[config.mk]
export PLATFORM = sky130hd
export DESIGN_NAME = calibration_due_date_tracker
export DESIGN_NICKNAME = d
export VERILOG_FILES = /design/src/hw/rtl/cddt_pkg.sv /design/src/hw/rtl/cddt_seq.sv /design/src/hw/rtl/cddt_datapath.sv /design/src/hw/rtl/calibration_due_date_tracker.sv
export SDC_FILE = /design/constraint.sdc
export NUM_CORES = 1
export LEC_CHECK = 0
export ABC_AREA = 1
export BUFFER_PORTS_ARGS = -buffer_cell sky130_fd_sc_hd__clkbuf_2
export CAP_MARGIN = 20
export CORE_ASPECT_RATIO = 1.1
export CORE_MARGIN = 2
export CORE_UTILIZATION = 29
export DETAILED_ROUTE_END_ITERATION = 7
export PLACE_DENSITY = 0.58
export SLEW_MARGIN = 20
export SYNTH_ARGS = -nofsm -noshare
export SYNTH_HDL_FRONTEND = slang
export SYNTH_HIERARCHICAL = 1
export SYNTH_SLANG_ARGS = --single-unit
[constraint.sdc]
create_clock -name clk_i -period 3.65 [get_ports clk_i]
set_input_delay 0.1825 -clock clk_i [delete_from_list [all_inputs] [get_ports clk_i]]
set_output_delay 0.1825 -clock clk_i [all_outputs]
set_load 0.02 [all_outputs]
[src/hw/rtl/cddt_pkg.sv]
// Package for the calibration due-date tracker.
// Holds the microcode word, status and action types, the program ROM and the month-length table.
// No dependencies.
package cddt_pkg;

  localparam int unsigned YearW  = 7;
  localparam int unsigned MonthW = 4;
  localparam int unsigned DayW   = 5;
  localparam int unsigned IntW   = 12;
  // Working day count: day plus interval, up to 31 + 4095.
  localparam int unsigned SumW   = 13;
  localparam int unsigned StepW  = 3;

  localparam logic [YearW-1:0]  YearMax  = 7'd127;
  localparam logic [MonthW-1:0] MonthDec = 4'd12;
  localparam logic [MonthW-1:0] MonthJan = 4'd1;

  typedef logic [StepW-1:0] step_t;

  // Program step addresses.
  localparam step_t StepWait     = 3'd0;
  localparam step_t StepDispatch = 3'd1;
  localparam step_t StepWalk     = 3'd2;
  localparam step_t StepCheck    = 3'd3;
  localparam step_t StepStore    = 3'd4;
  localparam step_t StepEmit     = 3'd5;

  // Jump conditions.
  typedef enum logic [2:0] {
    CondNever,
    CondAlways,
    CondAccept,
    CondIsCheck,
    CondDayFits,
    CondOutFree
  } cond_e;

  typedef struct packed {
    logic  accept;   // open the input channel
    logic  walk;     // advance one month while the condition is false
    logic  compare;  // evaluate today against the stored date
    logic  store;    // commit the walked date
    logic  emit;     // load the result beat when the condition is true
    logic  hold;     // stay on this step while the condition is false
    cond_e cond;
    step_t target;   // jump target when the condition is true
  } ctrl_t;

  // Datapath status seen by the sequencer.
  typedef struct packed {
    logic in_beat;
    logic is_check;
    logic day_fits;
    logic out_free;
  } status_t;

  // Gated actions from the sequencer to the datapath.
  typedef struct packed {
    logic load;
    logic walk;
    logic compare;
    logic store;
    logic emit;
  } action_t;

  function automatic ctrl_t program_rom(input step_t step);
    ctrl_t w;
    w = '{accept: 1'b0, walk: 1'b0, compare: 1'b0, store: 1'b0, emit: 1'b0,
          hold: 1'b0, cond: CondAlways, target: StepWait};
    case (step)
      StepWait: begin
        w.accept = 1'b1;
        w.hold   = 1'b1;
        w.cond   = CondAccept;
        w.target = StepDispatch;
      end
      StepDispatch: begin
        w.cond   = CondIsCheck;
        w.target = StepCheck;
      end
      StepWalk: begin
        w.walk   = 1'b1;
        w.hold   = 1'b1;
        w.cond   = CondDayFits;
        w.target = StepStore;
      end
      StepCheck: begin
        w.compare = 1'b1;
        w.cond    = CondAlways;
        w.target  = StepEmit;
      end
      StepStore: begin
        w.store  = 1'b1;
        w.cond   = CondNever;
        w.target = StepWait;
      end
      StepEmit: begin
        w.emit   = 1'b1;
        w.hold   = 1'b1;
        w.cond   = CondOutFree;
        w.target = StepWait;
      end
      default: begin
        w.cond   = CondAlways;
        w.target = StepWait;
      end
    endcase
    return w;
  endfunction

  // Every year divisible by four is a leap year; months outside 1..12 run 30 days.
  function automatic logic [DayW-1:0] month_len(input logic [MonthW-1:0] month,
                                                input logic [YearW-1:0] year);
    logic [DayW-1:0] len;
    case (month)
      4'd1, 4'd3, 4'd5, 4'd7, 4'd8, 4'd10, 4'd12: len = 5'd31;
      4'd2:    len = (year[1:0] == 2'b00) ? 5'd29 : 5'd28;
      default: len = 5'd30;
    endcase
    return len;
  endfunction

endpackage

[src/hw/rtl/cddt_seq.sv]
// Microcode sequencer: step counter, program ROM and conditional jumps.
// Depends on cddt_pkg.
module cddt_seq
  import cddt_pkg::*;
(
  input  logic    clk_i,
  input  logic    rst_ni,
  input  status_t status_i,
  output logic    in_ready_o,
  output action_t action_o
);

  step_t step_q, step_d;
  ctrl_t ctrl;
  logic  cond_true;

  assign ctrl = program_rom(step_q);

  always_comb begin
    case (ctrl.cond)
      CondNever:   cond_true = 1'b0;
      CondAlways:  cond_true = 1'b1;
      CondAccept:  cond_true = status_i.in_beat;
      CondIsCheck: cond_true = status_i.is_check;
      CondDayFits: cond_true = status_i.day_fits;
      CondOutFree: cond_true = status_i.out_free;
      default:     cond_true = 1'b0;
    endcase
  end

  always_comb begin
    if (cond_true) begin
      step_d = ctrl.target;
    end else if (ctrl.hold) begin
      step_d = step_q;
    end else begin
      step_d = step_q + step_t'(1);
    end
  end

  assign in_ready_o       = ctrl.accept;
  assign action_o.load    = ctrl.accept & status_i.in_beat;
  assign action_o.walk    = ctrl.walk & ~cond_true;
  assign action_o.compare = ctrl.compare;
  assign action_o.store   = ctrl.store;
  assign action_o.emit    = ctrl.emit & cond_true;

  always_ff @(posedge clk_i or negedge rst_ni) begin
    if (!rst_ni) begin
      step_q <= StepWait;
    end else begin
      step_q <= step_d;
    end
  end

endmodule

[src/hw/rtl/cddt_datapath.sv]
// Datapath: working date, month walker, due-date store, comparator and result register.
// Depends on cddt_pkg.
module cddt_datapath
  import cddt_pkg::*;
(
  input  logic              clk_i,
  input  logic              rst_ni,
  input  action_t           action_i,
  input  logic [IntW-1:0]   interval_i,
  input  logic              in_valid_i,
  input  logic              in_ready_i,
  input  logic              func_i,
  input  logic [YearW-1:0]  today_year_i,
  input  logic [MonthW-1:0] today_month_i,
  input  logic [DayW-1:0]   today_day_i,
  output status_t           status_o,
  output logic              out_valid_o,
  input  logic              out_ready_i,
  output logic              is_due_o,
  output logic [YearW-1:0]  due_year_o,
  output logic [MonthW-1:0] due_month_o,
  output logic [DayW-1:0]   due_day_o
);

  // Working item.
  logic              sched_q;
  logic [YearW-1:0]  year_q;
  logic [MonthW-1:0] month_q;
  logic [DayW-1:0]   today_day_q;
  logic [SumW-1:0]   sum_q;
  logic              flag_q;

  // Stored due date.
  logic [YearW-1:0]  due_year_q;
  logic [MonthW-1:0] due_month_q;
  logic [DayW-1:0]   due_day_q;

  // Result beat.
  logic              out_valid_q;
  logic              out_is_due_q;
  logic [YearW-1:0]  out_year_q;
  logic [MonthW-1:0] out_month_q;
  logic [DayW-1:0]   out_day_q;

  logic [DayW-1:0]   len;
  logic              last_month;
  logic              today_due;

  assign len        = month_len(month_q, year_q);
  assign last_month = (month_q >= MonthDec);

  always_comb begin
    if (year_q != due_year_q) begin
      today_due = (year_q > due_year_q);
    end else if (month_q != due_month_q) begin
      today_due = (month_q > due_month_q);
    end else begin
      today_due = (today_day_q >= due_day_q);
    end
  end

  assign status_o.in_beat  = in_valid_i & in_ready_i;
  assign status_o.is_check = ~sched_q;
  assign status_o.day_fits = (sum_q <= SumW'(len));
  assign status_o.out_free = ~out_valid_q | out_ready_i;

  // Working registers carry payload only.
  always_ff @(posedge clk_i) begin
    if (action_i.load) begin
      sched_q     <= func_i;
      year_q      <= today_year_i;
      month_q     <= today_month_i;
      today_day_q <= today_day_i;
      sum_q       <= SumW'(today_day_i) + SumW'(interval_i);
    end else if (action_i.walk) begin
      sum_q <= sum_q - SumW'(len);
      if (last_month) begin
        month_q <= MonthJan;
        if (year_q != YearMax) begin
          year_q <= year_q + YearW'(1);
        end
      end else begin
        month_q <= month_q + MonthW'(1);
      end
    end
    if (action_i.compare) begin
      flag_q <= today_due;
    end else if (action_i.store) begin
      flag_q <= 1'b0;
    end
    if (action_i.emit) begin
      out_is_due_q <= flag_q;
      out_year_q   <= due_year_q;
      out_month_q  <= due_month_q;
      out_day_q    <= due_day_q;
    end
  end

  always_ff @(posedge clk_i or negedge rst_ni) begin
    if (!rst_ni) begin
      due_year_q  <= '0;
      due_month_q <= '0;
      due_day_q   <= '0;
      out_valid_q <= 1'b0;
    end else begin
      if (action_i.store) begin
        due_year_q  <= year_q;
        due_month_q <= month_q;
        due_day_q   <= sum_q[DayW-1:0];
      end
      if (action_i.emit) begin
        out_valid_q <= 1'b1;
      end else if (out_ready_i) begin
        out_valid_q <= 1'b0;
      end
    end
  end

  assign out_valid_o = out_valid_q;
  assign is_due_o    = out_is_due_q;
  assign due_year_o  = out_year_q;
  assign due_month_o = out_month_q;
  assign due_day_o   = out_day_q;

endmodule

[src/hw/rtl/calibration_due_date_tracker.sv]
// Calibration due-date tracker: a check beat goes through dispatch, check and emit to its
// result beat; a schedule beat goes through dispatch, the month walk (up to about 135
// months at interval 4095), store and emit. The walk advances one month a cycle through the subtractor.
// One beat is in work at a time: a new beat is taken only once the last one has reached
// emit and loaded its result beat, and the next beat is taken while a result beat waits.
// Reset (async, active low) clears the stored due date, interval, step counter and valid.
module calibration_due_date_tracker
  import cddt_pkg::*;
(
  input  logic              clk_i,
  input  logic              rst_ni,
  // APB-style configuration port
  input  logic              psel,
  input  logic              penable,
  input  logic              pwrite,
  input  logic [2:0]        paddr,
  input  logic [31:0]       pwdata,
  output logic [31:0]       prdata,
  output logic              pready,
  // Input beat
  input  logic              in_valid_i,
  output logic              in_ready_o,
  input  logic              func_i,
  input  logic [YearW-1:0]  today_year_i,
  input  logic [MonthW-1:0] today_month_i,
  input  logic [DayW-1:0]   today_day_i,
  // Result beat
  output logic              out_valid_o,
  input  logic              out_ready_i,
  output logic              is_due_o,
  output logic [YearW-1:0]  due_year_o,
  output logic [MonthW-1:0] due_month_o,
  output logic [DayW-1:0]   due_day_o
);

  localparam logic RegInterval = 1'b0;

  logic [IntW-1:0] interval_q;
  logic            cfg_wr;
  status_t         status;
  action_t         action;

  // Register file: a single interval register at byte address 0.
  assign pready = 1'b1;
  assign cfg_wr = psel & penable & pwrite & (paddr[2] == RegInterval);
  assign prdata = (paddr[2] == RegInterval) ? {{(32 - IntW){1'b0}}, interval_q} : '0;

  always_ff @(posedge clk_i or negedge rst_ni) begin
    if (!rst_ni) begin
      interval_q <= '0;
    end else if (cfg_wr) begin
      interval_q <= pwdata[IntW-1:0];
    end
  end

  // Sequencer walks the program: wait, dispatch, then walk and store or check, then emit.
  cddt_seq u_seq (
    .clk_i      (clk_i),
    .rst_ni     (rst_ni),
    .status_i   (status),
    .in_ready_o (in_ready_o),
    .action_o   (action)
  );

  // Datapath does the month walk, holds the due date and the result beat.
  cddt_datapath u_datapath (
    .clk_i         (clk_i),
    .rst_ni        (rst_ni),
    .action_i      (action),
    .interval_i    (interval_q),
    .in_valid_i    (in_valid_i),
    .in_ready_i    (in_ready_o),
    .func_i        (func_i),
    .today_year_i  (today_year_i),
    .today_month_i (today_month_i),
    .today_day_i   (today_day_i),
    .status_o      (status),
    .out_valid_o   (out_valid_o),
    .out_ready_i   (out_ready_i),
    .is_due_o      (is_due_o),
    .due_year_o    (due_year_o),
    .due_month_o   (due_month_o),
    .due_day_o     (due_day_o)
  );

endmodule
==> qor.json, run 1 <==
{
  "layout.cells.most_common_list": "sky130_fd_sc_hd__nand2_1, sky130_fd_sc_hd__inv_1, sky130_fd_sc_hd__clkbuf_2",
  "async_reset_ff_share_pct": 40.0,
  "mean_area_per_synthesized_cell_sq_um": 8.53,
  "port_buffers": 67,
  "cts.hold.buffers_added": 1,
  "cts-resized-gates": 0,
  "cap_violations": 0,
  "worst_clock_skew_ns": 0.0102,
  "htreeDepth": 3,
  "setup-tns-final_ns": 0,
  "first_global_vias": 3702,
  "reg2reg_setup_slack_ns": 0.47,
  "fp.coreArea_sq_um": 17000,
  "clk-insertion-delay-late_ns": 0.34,
  "firstDrtPassIters": 4,
  "start_util_pct": 29.5,
  "synthFlopType": "sky130_fd_sc_hd__edfxtp_1",
  "final_nets": 750,
  "postSynthRegisterBits": 80,
  "hold_path.class": "input port to flop",
  "pin_count": 111,
  "run_status": "finished, final reports clean",
  "via_count": 3798,
  "worstSetupStartpointType": "flop",
  "grt_usage_pct": 11.9,
  "tritoncts_clock_tree": "yes",
  "drive_above_1_share_pct": 18.8,
  "critical_path_class": "flop to flop",
  "cts.sinks": 80,
  "finalWeightedCongestion": 0.840,
  "finalHoldViolations": 0,
  "die_width_um": 129,
  "timing_worst_slew_pin_value_ns": 0.843,
  "cts_made_buffers": 9,
  "timing.critical_path.to_type": "flop",
  "seq_area_frac_synth_pct": 44.8,
  "total_power_per_unit_cell_area_nw_per_um2": 737,
  "synth_edf_count": 48,
  "worstPathArrival_ns": 3.17,
  "max_clock_freq_ghz": 0.315,
  "yosys.area.top_type_share_pct": 28.8,
  "cts_buffer_depth": 2,
  "post_route_minimum_period_ns": 3.18,
  "global_route.overflow_total": 0,
  "number_of_standard_cells_after_synthesis": 586,
  "synth_cell_types": 41,
  "clk_transition_reported_paths_ns": 0.07,
  "total_leakage_power_nw": 2.83,
  "n_diodes": 0,
  "synth_top_cell_by_area": "sky130_fd_sc_hd__edfxtp_1",
  "via_per_inst": 4.25,
  "synthTopCellsByArea": "sky130_fd_sc_hd__edfxtp_1, sky130_fd_sc_hd__dfrtp_1, sky130_fd_sc_hd__nand2_1",
  "hold-worst-slack_ns": 0.0213,
  "drt_iter0_drc": 116,
  "die_height_um": 142,
  "die-area_sq_um": 18300,
  "drcViolationCount": 0,
  "wire_per_inst_um": 11.2,
  "postRouteAntennaNets": 0,
  "detailed_route_wire_length_um": 9980,
  "syn-cell-area_sq_um": 5000,
  "area.growth.synth_to_final_pct": 16.4,
  "yosysWarnings": 6,
  "grt_setup_unrepaired": "no",
  "antenna_found_initial": 0,
  "layout_commonest_cell": "sky130_fd_sc_hd__nand2_1",
  "dpl.hpwl_um": 7770,
  "slew_headroom_pct": 43.7,
  "grt_start_max_net_pins": 34,
  "final.period_utilization_pct": 87.1,
  "vdd_drop_max_mv": 0.305,
  "setup_viol": 0,
  "root_buffer": "sky130_fd_sc_hd__clkbuf_16",
  "post_cts_buffers": 0,
  "grt_pass1_wl_um": 17200,
  "worst-endpoint-required_ns": 3.64,
  "drv_slew": 0,
  "placementRows": 50,
  "critical_path.max_fanout": 17
}
cell type report:
class | instances | area [sq um]
Fill cell | 1797 | 11100
Clock inverter | 7 | 78.8
Timing Repair Buffer | 72 | 375
Clock buffer | 9 | 225
Sequential cell | 80 | 2240
Multi-Input combinational cell | 403 | 2270
Tap cell | 234 | 293
Inverter | 89 | 337
per-stage QoR:
stage | instance area, sq um | setup slack, ns | total power, mW | utilization (%) | std cells
after detailed placement | 5510 | 0.440 | 3.40 | 32.5 | 877
after floorplan | 5070 | 0.383 | 3.00 | - | 605
after global placement | 5510 | 0.484 | 3.37 | 32.5 | 877
final | 5820 | 0.471 | 4.29 | 34.3 | 894
after CTS | 5820 | 0.421 | 4.34 | 34.3 | 894
after global routing | 5820 | 0.0893 | 4.70 | 34.3 | 894
path summary, 6_finish.rpt:
| check | start | end | depth (start not counted) |
|---|---|---|---|
| max in group asynchronous | rst_ni | interval_q[10] | 2 |
| setup / recovery | u_datapath/month_q[0] | u_datapath/sum_q[10] | 17 |
| setup reg to reg | u_datapath/month_q[0] | u_datapath/sum_q[10] | 17 |
| hold / removal | func_i | u_datapath/sched_q | 1 |
| min in group asynchronous | rst_ni | u_datapath/due_month_q[0] | 2 |
| hold reg to reg | u_datapath/flag_q | u_datapath/is_due_o | 0 |
cell usage after synthesis (all sizes together), types with 2 or more instances:
library cell	instances
a21o	3
a21oi	22
a22o	2
buf	30
clkbuf	3
conb	2
dfrtp	32
edfxtp	48
fa	2
ha	34
inv	89
nand2	145
nand3	52
nand3b	4
nand4	11
nor2	51
nor3	5
o21ai	36
or2	4
xor2	5
report_power, final:
part	switching (mW)	total [mW]	internal [mW]
registers	0.218	1.56	1.34
logic	1.16	1.82	0.658
clock network	0.378	0.914	0.536
total	1.76	4.29	2.53
cells by family after synthesis:
group,synth area share [%]
xor+xnor,1.05
fa+ha+maj,9.31
flops,44.8
mux,0.200
buf+inv,11.3
other cells,0.150
compound gates,7.73
simple gates,25.4
sequential cells by signal, indices dropped and copies added (netlist names):
name and cells:
u_datapath/due_month_o 4, u_datapath/year_q 7, u_datapath/is_due_o 1, u_datapath/due_year_o 7
u_datapath/today_day_q 5, u_datapath/due_day_q 5, u_datapath/month_q 4, u_datapath/due_day_o 5
u_datapath/sched_q 1, u_datapath/sum_q 13, u_datapath/out_valid_o 1, u_datapath/due_year_q 7
u_seq/step_q 3, u_datapath/flag_q 1, u_datapath/due_month_q 4, interval_q 12
critical path, stage by stage (launching register included):
cell                       delay, ns
sky130_fd_sc_hd__edfxtp_1       0.42
sky130_fd_sc_hd__inv_1          0.11
sky130_fd_sc_hd__ha_1           0.20
sky130_fd_sc_hd__inv_1          0.07
sky130_fd_sc_hd__nor2_1         0.05
sky130_fd_sc_hd__o31ai_1        0.20
sky130_fd_sc_hd__nand2_1        0.10
sky130_fd_sc_hd__ha_1           0.22
sky130_fd_sc_hd__o21bai_1       0.27
sky130_fd_sc_hd__nand2_4        0.12
sky130_fd_sc_hd__nand3_1        0.11
sky130_fd_sc_hd__a21oi_1        0.08
sky130_fd_sc_hd__nand3_1        0.08
sky130_fd_sc_hd__nand2_1        0.06
sky130_fd_sc_hd__nand2_2        0.07
sky130_fd_sc_hd__nand3_4        0.08
sky130_fd_sc_hd__a21oi_1        0.17
sky130_fd_sc_hd__or2_2          0.40
layer usage:
| layer | vias to the layer above | routed length (um) | share of wire [%] | GRT usage [%] |
|---|---|---|---|---|
| met2 | 80 | 4610 | 46 | 19.8 |
| met3 | 9 | 485 | 4.9 | 3.54 |
| met4 | 0 | 147 | 1.5 | 3.72 |
| li1 | 2017 | - | - | - |
| met5 | - | 0 | 0 | 0 |
| met1 | 1692 | 4740 | 47 | 14.7 |
No activity file was read; power rests on OpenSTA's default activity.
==> run 2: changes to the inputs <==
- PLACE_DENSITY: 0.58 -> not set
==> run 2 against run 1 <==
  * Routed wire length rose by 1.8%
  * Core utilization fell by 0.23 points
  * Sequential share of layout area rose by 0.26 points
  * Critical path depth fell by 1
  * Critical endpoint is now u_datapath/sum_q[12]
==> qor.json, run 2 (synthesis gave the netlist of run 1 again) <==
{
  "run_status": "finished, final reports clean",
  "timing.critical_path.to_type": "flop",
  "hold_path.class": "input port to flop",
  "crit_chain": "ha_1 -> nor2_1 -> nand2_1 -> nor3_1 -> ha_1 -> inv_1 -> o21bai_1 -> nand2_4 -> nand3_1 -> a21oi_1 -> nand3_1 -> nand2_1 -> nand2_2 -> nand3_4 -> a21oi_1 -> or2_2",
  "postRouteAntennaNets": 0,
  "first_global_vias": 3594,
  "setup_viol": 0,
  "setup-tns-final_ns": 0,
  "drt_iter0_drc": 142,
  "grt-busiest-layer": "met2",
  "firstDrtPassIters": 4,
  "ff_latch_area_sq_um": 2240,
  "grt_usage_pct": 12.0,
  "critical_path_class": "flop to flop",
  "total_power_per_unit_cell_area_nw_per_um2": 724,
  "max_stage_delay_ns": 0.47,
  "total_leakage_power_nw": 2.82,
  "post-route-util_pct": 34.1,
  "power.share.switching_pct": 41.2,
  "post_cts_buffers": 0,
  "finalHoldViolations": 0,
  "timing_worst_slew_pin_value_ns": 0.843,
  "cts_made_buffers": 9,
  "fp.coreArea_sq_um": 17000,
  "grt_util_met2_pct": 20.1,
  "dpl-instance-area_sq_um": 5510,
  "vdd_drop_max_mv": 0.323,
  "worst_r2r_startpoint": "u_datapath/month_q[1]",
  "htreeDepth": 3,
  "globalRouteMet1Util_pct": 14.7,
  "crit_slowest_cell": "sky130_fd_sc_hd__edfxtp_1",
  "n_diodes": 0,
  "reg2reg_setup_slack_ns": 0.44,
  "cp.depth": 16,
  "wire_per_inst_um": 11.4,
  "tritoncts_clock_tree": "yes",
  "via_per_inst": 4.21,
  "root_buffer": "sky130_fd_sc_hd__clkbuf_16",
  "largest_register_ffs": 13,
  "max_clock_freq_ghz": 0.312,
  "regToRegEndpoint": "u_datapath/sum_q[12]",
  "detailed_route_wire_length_um": 10200,
  "grt_util_met3_pct": 2.64,
  "net_sw_power_mw": 1.72,
  "worstPathBufferInverterCount": 1,
  "biggestRegsByFlops": "u_datapath/sum_q: 13 flops, interval_q: 12 flops",
  "cp-startpoint": "u_datapath/month_q[1]",
  "dpl.hpwl_um": 7880,
  "die-area_sq_um": 18300,
  "multiInputGateArea_sq_um": 2270,
  "global_route.overflow_total": 0,
  "cts_buffer_depth": 2,
  "final.fill_count": 1776,
  "pin_count": 111,
  "worstSetupStartpointType": "flop",
  "drive_above_1_share_pct": 18.3,
  "critical_path.max_fanout": 17,
  "finalWeightedCongestion": 0.844,
  "worst_clock_skew_ns": 0.00603,
  "drv_slew": 0,
  "clk_transition_reported_paths_ns": 0.05,
  "placementRows": 50,
  "layout_commonest_cell": "sky130_fd_sc_hd__nand2_1",
  "power_frac_clock_pct": 19.3,
  "worst-endpoint-required_ns": 3.69,
  "grt_start_max_net_pins": 34,
  "grt_pass1_wl_um": 17200,
  "power_frac_seq_pct": 37.3,
  "power.internal_mw": 2.46,
  "crit_family": "simple AND/OR/NAND/NOR gates",
  "antenna_found_initial": 0,
  "post_route_minimum_period_ns": 3.21,
  "port_buffers": 67,
  "slew_headroom_pct": 43.8,
  "die_width_um": 129,
  "number_of_cells_traversed_by_the_worst_register_to_register_path": 16,
  "drcViolationCount": 0,
  "timing.critical_path.to": "u_datapath/sum_q[12]",
  "area.growth.synth_to_final_pct": 15.6,
  "via_count": 3766,
  "clk-insertion-delay-late_ns": 0.34,
  "power.share.combinational_pct": 43.4,
  "final_cell_area_sq_um": 5780,
  "final.period_utilization_pct": 87.9,
  "layout.cells.most_common_list": "sky130_fd_sc_hd__nand2_1, sky130_fd_sc_hd__inv_1, sky130_fd_sc_hd__clkbuf_2",
  "grt_setup_unrepaired": "no",
  "cap_violations": 0,
  "worstPathArrival_ns": 3.25,
  "final_nets": 751,
  "start_util_pct": 29.5,
  "registers.top_by_ff_count": "u_datapath/sum_q",
  "cts.sinks": 80,
  "die_height_um": 142
}
## run 2: worst register-to-register path, cell delays in order, from the launching register on
cell and delay [ns]:
sky130_fd_sc_hd__edfxtp_1 0.47, sky130_fd_sc_hd__ha_1 0.26, sky130_fd_sc_hd__nor2_1 0.10, sky130_fd_sc_hd__nand2_1 0.07
sky130_fd_sc_hd__nor3_1 0.29, sky130_fd_sc_hd__ha_1 0.32, sky130_fd_sc_hd__inv_1 0.06, sky130_fd_sc_hd__o21bai_1 0.10
sky130_fd_sc_hd__nand2_4 0.12, sky130_fd_sc_hd__nand3_1 0.10, sky130_fd_sc_hd__a21oi_1 0.15, sky130_fd_sc_hd__nand3_1 0.09
sky130_fd_sc_hd__nand2_1 0.08, sky130_fd_sc_hd__nand2_2 0.06, sky130_fd_sc_hd__nand3_4 0.08, sky130_fd_sc_hd__a21oi_1 0.08
sky130_fd_sc_hd__or2_2 0.46
## run 2: per-layer routing
metal	wire length, um	vias to the layer above
met5	0	-
met4	250	0
met3	510	15
met2	4810	95
met1	4590	1644
li1	-	2012
## run 2: power by group through the flow
stage	clock [mW]	sequential [mW]	combinational [mW]
final	0.807	1.56	1.81
after global routing	0.867	1.61	2.10
after CTS	0.840	1.57	1.84
after detailed placement	0	1.58	1.82
after global placement	0	1.57	1.80
after floorplan	0	1.55	1.45
## run 2: repair_timing
action	CTS	global route
endpoints found under the hold margin	32	0
hold buffers	1	0
resized for setup	0	0
## run 2: worst min path at each step
| stage | startpoint | endpoint | slack [ns] | cells after the start |
|---|---|---|---|---|
| floorplan | rst_ni | interval_q[0] | -0.11 | 0 |
| global placement | rst_ni | u_datapath/due_month_q[3] | 0.33 | 1 |
| detailed placement | rst_ni | u_datapath/due_month_q[3] | 0.33 | 1 |
| CTS | func_i | u_datapath/sched_q | 0.03 | 1 |
| global route | func_i | u_datapath/sched_q | 0.03 | 1 |
| finish | func_i | u_datapath/sched_q | 0.03 | 1 |
## run 2: per-stage QoR
stage          power [mW]  cells  hold WS [ns]  setup WS (ns)
2_1_floorplan        3.00    605        -0.113          0.383
3_3_place_gp         3.37    878         0.327          0.514
3_5_place_dp         3.41    878         0.333          0.454
4_1_cts              4.24    895        0.0265          0.430
5_1_grt              4.57    895        0.0342          0.176
6_report             4.18    895        0.0344          0.440
## run 2: area by class of cell
cell class / count / share of cell area (%)
multi-input combinational: 403 / 39.3
sequential: 80 / 38.8
timing repair buffer: 73 / 6.62
inverter: 89 / 5.82
tap: 234 / 5.06
clock buffer: 12 / 4.09
clock inverter: 4 / 0.368
==> run 3: changes to the inputs <==
- CAP_MARGIN: 20 -> not set
- clock period: 3.65 -> 4 ns (I/O delays scaled with it)
==> run 3 against run 2 <==
  * Highest routed layer unchanged
  * Critical path depth increased by 1
  * Largest cell class unchanged
  * Final cell count decreased by 0.11%
  * Sequential share of layout area decreased by 0.37 points
  * Largest power group unchanged
==> qor.json, run 3 (synthesis gave the netlist of run 1 again) <==
{
  "run_status": "finished, final reports clean",
  "fp.coreArea_sq_um": 17000,
  "htreeDepth": 3,
  "timing_worst_slew_pin_value_ns": 0.850,
  "multiInputGateArea_sq_um": 2270,
  "total_power_per_unit_cell_area_nw_per_um2": 681,
  "finalHoldViolations": 0,
  "biggestRegsByFlops": "u_datapath/sum_q: 13 flops, interval_q: 12 flops",
  "placementRows": 50,
  "hold-worst-slack_ns": 0.0491,
  "firstDrtPassIters": 4,
  "clk-insertion-delay-late_ns": 0.34,
  "final.fill_count": 1773,
  "die_height_um": 142,
  "max_clock_freq_ghz": 0.312,
  "cts.sinks": 80,
  "drive_above_1_share_pct": 18.5,
  "final_nets": 750,
  "worstPathBufferInverterCount": 2,
  "largest_register_ffs": 13,
  "finalWeightedCongestion": 0.828,
  "total_power_mw": 3.98,
  "registers.top_by_ff_count": "u_datapath/sum_q",
  "drv_slew": 0,
  "total_leakage_power_nw": 2.85,
  "vdd_drop_max_mv": 0.256,
  "first_global_vias": 3496,
  "postRouteAntennaNets": 0,
  "worstSetupStartpointType": "flop",
  "cts_made_buffers": 9,
  "grt_pass1_wl_um": 16600,
  "final.period_utilization_pct": 80.2,
  "die-area_sq_um": 18300,
  "critical_path.max_fanout": 17,
  "worst-endpoint-required_ns": 3.99,
  "drt_iter0_drc": 126,
  "crit_chain": "inv_1 -> ha_1 -> inv_1 -> nor2_1 -> o31ai_1 -> nand2_1 -> ha_1 -> o21bai_1 -> nand2_4 -> nand3_1 -> a21oi_1 -> nand3_1 -> nand2_1 -> nand2_2 -> nand3_4 -> a21oi_1 -> or2_2",
  "post_cts_buffers": 0,
  "timing.critical_path.to_type": "flop",
  "crit_slowest_cell": "sky130_fd_sc_hd__edfxtp_1",
  "wire_per_inst_um": 11.2,
  "drcViolationCount": 0,
  "detailed_route_wire_length_um": 10000,
  "layout_commonest_cell": "sky130_fd_sc_hd__nand2_1",
  "cts-resized-gates": 0,
  "cts_buffer_depth": 2,
  "slew_headroom_pct": 43.2,
  "antenna_found_initial": 0,
  "reg2reg_setup_slack_ns": 0.79,
  "port_buffers": 67,
  "clk_transition_reported_paths_ns": 0.06,
  "grt_usage_pct": 11.7,
  "max_stage_delay_ns": 0.41,
  "cap_violations": 0,
  "area.growth.synth_to_final_pct": 16.7,
  "die_width_um": 129,
  "tritoncts_clock_tree": "yes",
  "via_per_inst": 4.27,
  "crit_family": "simple AND/OR/NAND/NOR gates",
  "pin_count": 111,
  "ff_latch_area_sq_um": 2240,
  "post_route_minimum_period_ns": 3.21,
  "grt_start_max_net_pins": 35,
  "via_count": 3817,
  "worst_clock_skew_ns": 0.00581,
  "n_diodes": 0,
  "global_route.overflow_total": 0,
  "setup-tns-final_ns": 0,
  "dpl.hpwl_um": 7690,
  "grt_setup_unrepaired": "no",
  "worstPathArrival_ns": 3.20,
  "root_buffer": "sky130_fd_sc_hd__clkbuf_16",
  "critical_path_class": "flop to flop",
  "start_util_pct": 29.5,
  "hold_path.class": "input port to flop",
  "layout.cells.most_common_list": "sky130_fd_sc_hd__nand2_1, sky130_fd_sc_hd__inv_1, sky130_fd_sc_hd__clkbuf_2",
  "post-route-util_pct": 34.4,
  "setup_viol": 0
}
## run 3: what timing repair did
| action | 4_1_cts | 5_1_grt |
|---|---|---|
| hold buffers | 1 | 0 |
| endpoints found under the setup margin | 0 | 0 |
| hold endpoints to repair | 32 | 0 |
## run 3: worst paths after layout
path	cells after the start	startpoint	endpoint
setup / recovery	17	u_datapath/month_q[0]	u_datapath/sum_q[4]
hold / removal	1	func_i	u_datapath/sched_q
setup reg to reg	17	u_datapath/month_q[0]	u_datapath/sum_q[4]
hold reg to reg	0	u_datapath/flag_q	u_datapath/is_due_o
max in group asynchronous	2	rst_ni	interval_q[2]
min in group asynchronous	2	rst_ni	u_datapath/due_month_q[3]
## run 3: stage by stage
stage	instance area [sq um]	cells	worst slack (ns)
5_1_grt	5840	894	0.444
3_5_place_dp	5510	877	0.781
2_1_floorplan	5070	605	0.733
4_1_cts	5840	894	0.760
6_report	5840	894	0.793
3_3_place_gp	5510	877	0.849
## run 3: layout make-up
cell class | count | area share, %
multi-input combinational | 403 | 38.9
sequential | 80 | 38.4
timing repair buffer | 72 | 6.43
inverter | 89 | 5.77
tap | 234 | 5.02
clock buffer | 10 | 4.09
clock inverter | 6 | 1.39
## run 3: power breakdown
| part | internal, mW | switching, mW |
|---|---|---|
| Sequential | 1.22 | 0.200 |
| Combinational | 0.604 | 1.06 |
| Clock | 0.560 | 0.328 |
| Total | 2.39 | 1.59 |
## run 3: per-layer routing
metal	part of all wire [%]	track usage, %	vias to the layer above
li1	-	-	2012
met1	45	14.5	1694
met2	47	18.9	94
met3	5.7	3.17	17
met4	2.5	5.38	0
met5	0	0	-
